File: config.mk
export PLATFORM = sky130hd
export DESIGN_NAME = q16dl_mac
export DESIGN_NICKNAME = d
export VERILOG_FILES = /design/src/rtl/q16_dense_layer_relu_defines.svh /design/src/rtl/q16dl_pkg.sv /design/src/rtl/q16dl_mac.sv
export SDC_FILE = /design/constraint.sdc
export NUM_CORES = 2
export LEC_CHECK = 0
export BUFFER_PORTS_ARGS = -buffer_cell sky130_fd_sc_hd__buf_2
export CELL_PAD_IN_SITES_DETAIL_PLACEMENT = 1
export CELL_PAD_IN_SITES_GLOBAL_PLACEMENT = 2
export CORE_ASPECT_RATIO = 1.75
export CORE_MARGIN = 3
export CORE_UTILIZATION = 43
export CTS_BUF_LIST = sky130_fd_sc_hd__clkbuf_16
export DETAILED_ROUTE_END_ITERATION = 6
export HOLD_SLACK_MARGIN = 0.03
export PLACE_DENSITY = 0.89
export SETUP_SLACK_MARGIN = 0.3
export SLEW_MARGIN = 20
export SYNTH_ARGS = -nofsm -noshare
export SYNTH_HDL_FRONTEND = slang
export SYNTH_SLANG_ARGS = --single-unit
File: constraint.sdc
create_clock -name clk -period 4.06 [get_ports clk]
set_clock_uncertainty 0.2 [all_clocks]
set_input_delay 0.406 -clock clk [delete_from_list [all_inputs] [get_ports clk]]
set_output_delay 0.406 -clock clk [all_outputs]
set_load 0.05 [all_outputs]
File: src/rtl/q16_dense_layer_relu_defines.svh
// Assertion macros shared by the q16 dense layer RTL.
// Depends on nothing; users must provide clk and rst_n in scope.
`ifndef Q16_DENSE_LAYER_RELU_DEFINES_SVH
`define Q16_DENSE_LAYER_RELU_DEFINES_SVH

`ifndef NO_ASSERTIONS
`define Q16DL_ASSERT(name, prop, msg) \
    name: assert property (@(posedge clk) disable iff (!rst_n) prop) else $error(msg);
`define Q16DL_ASSERT_ALWAYS(name, prop, msg) \
    name: assert property (@(posedge clk) prop) else $error(msg);
`else
`define Q16DL_ASSERT(name, prop, msg)
`define Q16DL_ASSERT_ALWAYS(name, prop, msg)
`endif

`endif

File: src/rtl/q16dl_pkg.sv
// Types and constants for the q16 dense layer block.
// Used by q16dl_mac and q16_dense_layer_relu; depends on nothing.
package q16dl_pkg;

    localparam logic [10:0] MAX_INPUTS  = 11'd1024;
    localparam logic [10:0] MAX_OUTPUTS = 11'd1024;
    localparam int          Q_SHIFT     = 16;

    localparam logic [1:0] REG_INPUT_COUNT  = 2'd0;
    localparam logic [1:0] REG_OUTPUT_COUNT = 2'd1;
    localparam logic [1:0] REG_RELU_ENABLE  = 2'd2;

    typedef enum logic [1:0] {
        OP_LOAD   = 2'd0,
        OP_BIAS   = 2'd1,
        OP_WEIGHT = 2'd2
    } opcode_t;

    typedef struct packed {
        logic       valid;
        logic       is_bias;
        logic       emit;
        logic [9:0] index;
        logic       last;
    } mac_ctl_t;

    typedef struct packed {
        logic [31:0] value;
        logic [9:0]  index;
        logic        last;
    } mac_res_t;

endpackage

File: src/rtl/q16dl_mac.sv
// Multiply and accumulate stages of the q16 dense layer.
// Depends on q16dl_pkg for the control and result structs.
module q16dl_mac (
    input  logic               clk,
    input  logic               rst_n,
    input  logic               adv,
    input  q16dl_pkg::mac_ctl_t ctl,
    input  logic [31:0]        weight,
    input  logic [31:0]        act,
    input  logic               relu_enable,
    output logic               res_valid,
    output q16dl_pkg::mac_res_t res
);
    import q16dl_pkg::*;

    mac_ctl_t           s2_ctl_reg;
    logic signed [63:0] prod_reg;
    logic [31:0]        s2_data_reg;
    logic [31:0]        acc_reg;
    logic [31:0]        acc_next;

    always_ff @(posedge clk or negedge rst_n)
    begin
        if (!rst_n)
        begin
            s2_ctl_reg <= '0;
            acc_reg    <= '0;
        end
        else if (adv)
        begin
            s2_ctl_reg <= ctl;
            if (s2_ctl_reg.valid)
            begin
                acc_reg <= acc_next;
            end
        end
    end

    always_ff @(posedge clk)
    begin
        if (adv)
        begin
            prod_reg    <= $signed(weight) * $signed(act);
            s2_data_reg <= weight;
        end
    end

    always_comb
    begin
        if (s2_ctl_reg.is_bias)
        begin
            acc_next = s2_data_reg;
        end
        else
        begin
            acc_next = acc_reg + prod_reg[Q_SHIFT+31:Q_SHIFT];
        end
        res_valid = adv && s2_ctl_reg.valid && s2_ctl_reg.emit;
        res.value = (relu_enable && acc_next[31]) ? 32'd0 : acc_next;
        res.index = s2_ctl_reg.index;
        res.last  = s2_ctl_reg.last;
    end

endmodule

* Yosys cells after proc, flatten, opt, wreduce, memory -nomap -nowiden
Cells that the tools add are included.
** Word-level totals
- Bits of input ports :: 82
- Bits in registers :: 126
- Logic and storage cells :: 16
- Output and inout port bits :: 44
** Operators by class
- Add/subtract/negate cells :: 1
- Reduce and logical (&&, ||, !) cells :: 4
- Muxes and demuxes :: 2
- Multipliers :: 1
** Operators with widths (count)
- two-way mux 32 bit :: 2
- multiplier 32 x 32 -> 48 bit :: 1
- adder 32 bit :: 1
- logical AND 1 bit :: 3
- AND reduction 2 bit :: 1

* Depth between registers and ports, before layout
- Depth in word-level cells :: 4
- Mapped depth :: 26
- Depth with buffers taken out :: 25

* Worst setup path before layout
No wires, ideal clock.
- Path kind :: input to register
- Start :: input port act[18]
- End :: register prod_reg[46] (data pin)
- Data arrival time :: 7155 ps
- Library setup time :: 180 ps
- Setup slack :: -3475 ps
- Path buffers :: 2
- Stages :: 24
- Data required time :: 3680 ps
- Cells stage by stage :: clkbuf_1 -> clkbuf_1 -> nand2_1 -> fa_1 -> fa_1 -> inv_1 -> fa_1 -> inv_1 -> fa_1 -> inv_1 -> fa_1 -> fa_1 -> fa_1 -> fa_1 -> ha_1 -> a21oi_1 -> o21bai_1 -> a21oi_1 -> and3b_1 -> and3_1 -> o31a_1 -> or4_4 -> a211o_1 -> o311ai_1
** On the way
- Longest elaborated chain between the ends :: 1
** RTL lines
- start: declaration :: RTL line q16dl_mac.sv:9 : input logic [31:0] act,
- multiplier 32 x 32 -> 48 bit :: RTL line q16dl_mac.sv:43 : prod_reg <= $signed(weight) * $signed(act);
- end signal: assignment :: RTL line q16dl_mac.sv:43
- end: declaration :: RTL line q16dl_mac.sv:17 : logic signed [63:0] prod_reg;
No other way between the ends.
A chain may end at the register's enable or synchronous reset.

* Final worst setup path
- Start :: input port act[1]
- End :: register prod_reg[39] (data pin)
Same word-level chain as after synthesis.

==> metrics.txt <==
# TYPE chip_impl_metric gauge
chip_impl_metric{name="htree_num_levels",unit=""} 3
chip_impl_metric{name="drt_pass_1_iters",unit=""} 5
chip_impl_metric{name="layout_cells_sized_above_1",unit=""} 0.220
chip_impl_metric{name="grt.overflow.total",unit=""} 0
chip_impl_metric{name="route.vias.total",unit=""} 27000
chip_impl_metric{name="floorplan.core_area",unit="sq um"} 78600
chip_impl_metric{name="register_area",unit="sq um"} 3070
chip_impl_metric{name="fin_crit",unit="ps"} 7510
chip_impl_info{name="min-delay-path-class",value="input port to flop"} 1
chip_impl_metric{name="synth_sequential_area_ratio",unit=""} 0.0900
chip_impl_metric{name="final_max_slew_viol_count",unit=""} 0
chip_impl_info{name="outcome",value="finished, violations left"} 1
chip_impl_metric{name="finalWirelength",unit="um"} 124000
chip_impl_metric{name="m2_gr_usage",unit=""} 0.556
chip_impl_metric{name="die_width",unit="um"} 219
chip_impl_info{name="timing.rr.start",value="acc_reg[0]"} 1
chip_impl_metric{name="gr-usage-met1",unit=""} 0.266
chip_impl_info{name="globalRoute.busiestLayer",value="met2"} 1
chip_impl_metric{name="synth_compound_area_frac",unit=""} 0.0414
chip_impl_info{name="most_frequent_cells_in_the_layout",value="779 x sky130_fd_sc_hd__fa_1, 746 x sky130_fd_sc_hd__inv_1, 492 x sky130_fd_sc_hd__nand2_1, 419 x sky130_fd_sc_hd__and2_1, 324 x sky130_fd_sc_hd__buf_4"} 1
chip_impl_metric{name="dpl.hpwl",unit="um"} 99100
chip_impl_info{name="tritoncts",value="yes"} 1
chip_impl_metric{name="synth_top_area_share",unit=""} 0.492
chip_impl_metric{name="synth.avg_cell_area",unit="sq um"} 9.57
chip_impl_metric{name="fin_crit_share",unit=""} 1.85
chip_impl_metric{name="gr-usage-met3",unit=""} 0.0345
chip_impl_metric{name="synthesis.nets",unit=""} 4682
chip_impl_info{name="rsz0062_at_grt",value="true"} 1
chip_impl_metric{name="clock_sinks",unit=""} 110
chip_impl_metric{name="drt_drc_violations_left",unit=""} 0
chip_impl_metric{name="ctsLongestPathBuffers",unit=""} 2
chip_impl_metric{name="yosys-mux-area-fraction",unit=""} 0.00978
chip_impl_metric{name="worst_ep_arrival_time",unit="ps"} 7460
chip_impl_metric{name="critical_path_peak_fanout",unit=""} 12
chip_impl_metric{name="number_of_violations_of_the_max_capacitance_limit",unit=""} 0
chip_impl_info{name="yosys_most_used_dff",value="sky130_fd_sc_hd__edfxtp_1"} 1
chip_impl_info{name="worstReg2RegEnd",value="acc_reg[30]"} 1
chip_impl_metric{name="drt-initial-drc-count",unit=""} 1291
chip_impl_metric{name="critical_path_required",unit="ps"} 4010
chip_impl_metric{name="first_global_vias",unit=""} 32400
chip_impl_metric{name="post-route-worst-setup-slack",unit="ps"} -3450
chip_impl_metric{name="multi_input_area",unit="sq um"} 28700
chip_impl_info{name="worst_path_slowest_cell",value="sky130_fd_sc_hd__fa_1"} 1
chip_impl_metric{name="clock_latency",unit="ps"} 390
chip_impl_metric{name="synth.yosys.warnings",unit=""} 0
chip_impl_metric{name="antenna_violating_nets_post_route",unit=""} 0
chip_impl_metric{name="crit_path_max_incr_delay",unit="ps"} 590
chip_impl_metric{name="layout.core_utilization",unit=""} 0.525
chip_impl_metric{name="design.portCount",unit=""} 126
chip_impl_metric{name="route.detailed.wl_per_inst",unit="um"} 24.9
chip_impl_metric{name="routed_via_density",unit=""} 5.42
chip_impl_metric{name="async_reset_ff_frac",unit=""} 0.418
chip_impl_metric{name="synth-simple-area-share",unit=""} 0.165
chip_impl_metric{name="final-hold-violation-count",unit=""} 0
chip_impl_metric{name="worstRegToRegCells",unit=""} 14
chip_impl_info{name="worst_path_most_repeated_cell",value="sky130_fd_sc_hd__fa_1"} 1
chip_impl_metric{name="clk_pin_slew",unit="ps"} 90
chip_impl_metric{name="r2r_setup_slack",unit="ps"} 740
chip_impl_info{name="endpoint_kind",value="flop"} 1
chip_impl_metric{name="design.die.area",unit="sq um"} 83000
chip_impl_metric{name="finalSetupViolations",unit=""} 35
chip_impl_metric{name="cts_inserted_buffers",unit=""} 9
chip_impl_metric{name="initial_antenna_violation_count",unit=""} 4
chip_impl_metric{name="chipHeight",unit="um"} 379
chip_impl_metric{name="io_buffers",unit=""} 125
chip_impl_metric{name="count_of_flip_flops_with_a_built_in_enable_after_synthesis",unit=""} 64
chip_impl_metric{name="rows",unit=""} 136
chip_impl_metric{name="final.fill_count",unit=""} 8764
chip_impl_metric{name="largest_net_degree_at_the_start_of_global_routing",unit=""} 47
chip_impl_metric{name="first_pass_grt_wire_length",unit="um"} 181000
chip_impl_metric{name="netlist_area",unit="sq um"} 34200
chip_impl_metric{name="synth_fa_ha_area_frac",unit=""} 0.563
chip_impl_info{name="clock-root-buffer",value="sky130_fd_sc_hd__clkbuf_16"} 1
chip_impl_info{name="timing_worst_setup_path_type",value="input port to flop"} 1
chip_impl_info{name="violations_in_the_final_reports",value="negative setup slack"} 1
chip_impl_metric{name="max_freq",unit="MHz"} 133
chip_impl_metric{name="worst-slew-pin-transition",unit="ps"} 600
chip_impl_info{name="crit_path_start_kind",value="input port"} 1
chip_impl_info{name="layout.cells.most_common",value="sky130_fd_sc_hd__fa_1"} 1
chip_impl_info{name="synth_top_area_cell",value="sky130_fd_sc_hd__fa_1"} 1
chip_impl_metric{name="fin_nets",unit=""} 5047
chip_impl_metric{name="synth_cell_types",unit=""} 69
chip_impl_metric{name="xor_xnor_share_of_the_synthesized_area",unit=""} 0.0226
chip_impl_metric{name="area_delta_synth_final",unit="%"} 20.9
chip_impl_info{name="largest_cells_by_area_after_synthesis",value="sky130_fd_sc_hd__fa_1 49%, sky130_fd_sc_hd__inv_1 8.5%, sky130_fd_sc_hd__and2_1 8.1%"} 1
chip_impl_metric{name="initial_core_util",unit=""} 0.434
chip_impl_metric{name="postSynthRegisterBits",unit=""} 110
chip_impl_metric{name="min_path_cells",unit=""} 2
chip_impl_info{name="crit_path_end",value="prod_reg[39]"} 1
chip_impl_metric{name="gp_routability_congestion",unit=""} 0.895
chip_impl_metric{name="grt_usage",unit=""} 0.293
chip_impl_info{name="critPathLaunch",value="act[1]"} 1
chip_impl_metric{name="slew_headroom",unit=""} 0.600
chip_impl_metric{name="synthCells",unit=""} 3567
chip_impl_info{name="dominant_combinational_cell_family_by_area_after_synthesis",value="adder cells"} 1
how the worst min path moves through the flow:
stage / start / end / slack, ps
after CTS: ctl[2] / res[2] / 30
after detailed placement: rst_n / res[4] / 240
after global routing: ctl[0] / res[0] / 30
after global placement: rst_n / res[4] / 240
after floorplan: rst_n / acc_reg[0] / -90
final: ctl[0] / res[0] / 50
cell type report:
cell class                 count  area share
multi-input combinational   2487       0.694
clock inverter                 7     0.00206
sequential                   110      0.0745
tap                         1035      0.0314
antenna                        2    0.000121
timing repair buffer         547       0.122
clock buffer                   9     0.00545
inverter                     777      0.0706
cells by family after synthesis:
kind of cell	count (synthesis)
simple gates	1123
compound gates	212
fa+ha+maj	1033
flops	110
mux	31
buf+inv	970
xor+xnor	88
repair_timing:
action	CTS	global route
gates resized for setup	335	208
setup buffers	43	19
cloned	3	1
hold buffers	3	0
hold endpoints to repair	22	0
pin swaps	123	112
endpoints found under the setup margin	64	64
worst max-delay path, delay by kind of cell:
kind	cells	cell delay, ps
AOI/OAI and AO/OA	5	1180
buffers and inverters	8	830
and+or+nand+nor	4	570
adders and majority gates	9	4330
xor gates and xnor gates	1	120
metal layers:
metal | vias to the layer above | share of wire
met4 | 4 | 0.12
met5 | - | 0.00020
li1 | 11100 | -
met3 | 640 | 0.040
met1 | 14200 | 0.30
met2 | 955 | 0.54
cells in the mapped netlist (27+ instances only):
master                       n
sky130_fd_sc_hd__xnor2_1    61
sky130_fd_sc_hd__ha_1      194
sky130_fd_sc_hd__clkbuf_1  172
sky130_fd_sc_hd__inv_1     777
sky130_fd_sc_hd__fa_1      839
sky130_fd_sc_hd__xor2_1     27
sky130_fd_sc_hd__a21oi_1    62
sky130_fd_sc_hd__and2_1    440
sky130_fd_sc_hd__o21ai_0    47
sky130_fd_sc_hd__dfrtp_1    46
sky130_fd_sc_hd__nor2_1     48
sky130_fd_sc_hd__nand2_1   508
sky130_fd_sc_hd__edfxtp_1   64
stage by stage:
stage	hold slack [ps]	instance area [sq um]	setup TNS, ps	setup slack, ps	cells
3_5_place_dp	238	38200	-111470	-3980	4887
2_1_floorplan	-89.6	34500	-81220	-3040	3567
3_3_place_gp	236	38200	-108310	-3800	4887
5_1_grt	26.0	41300	-101410	-3500	4973
6_report	46.8	41300	-97850	-3450	4974
4_1_cts	33.5	40300	-89170	-3290	4952
Power is left out: the tool's default activity adds up to more than one toggle a clock period on the data nets, which glitch-free logic cannot reach.
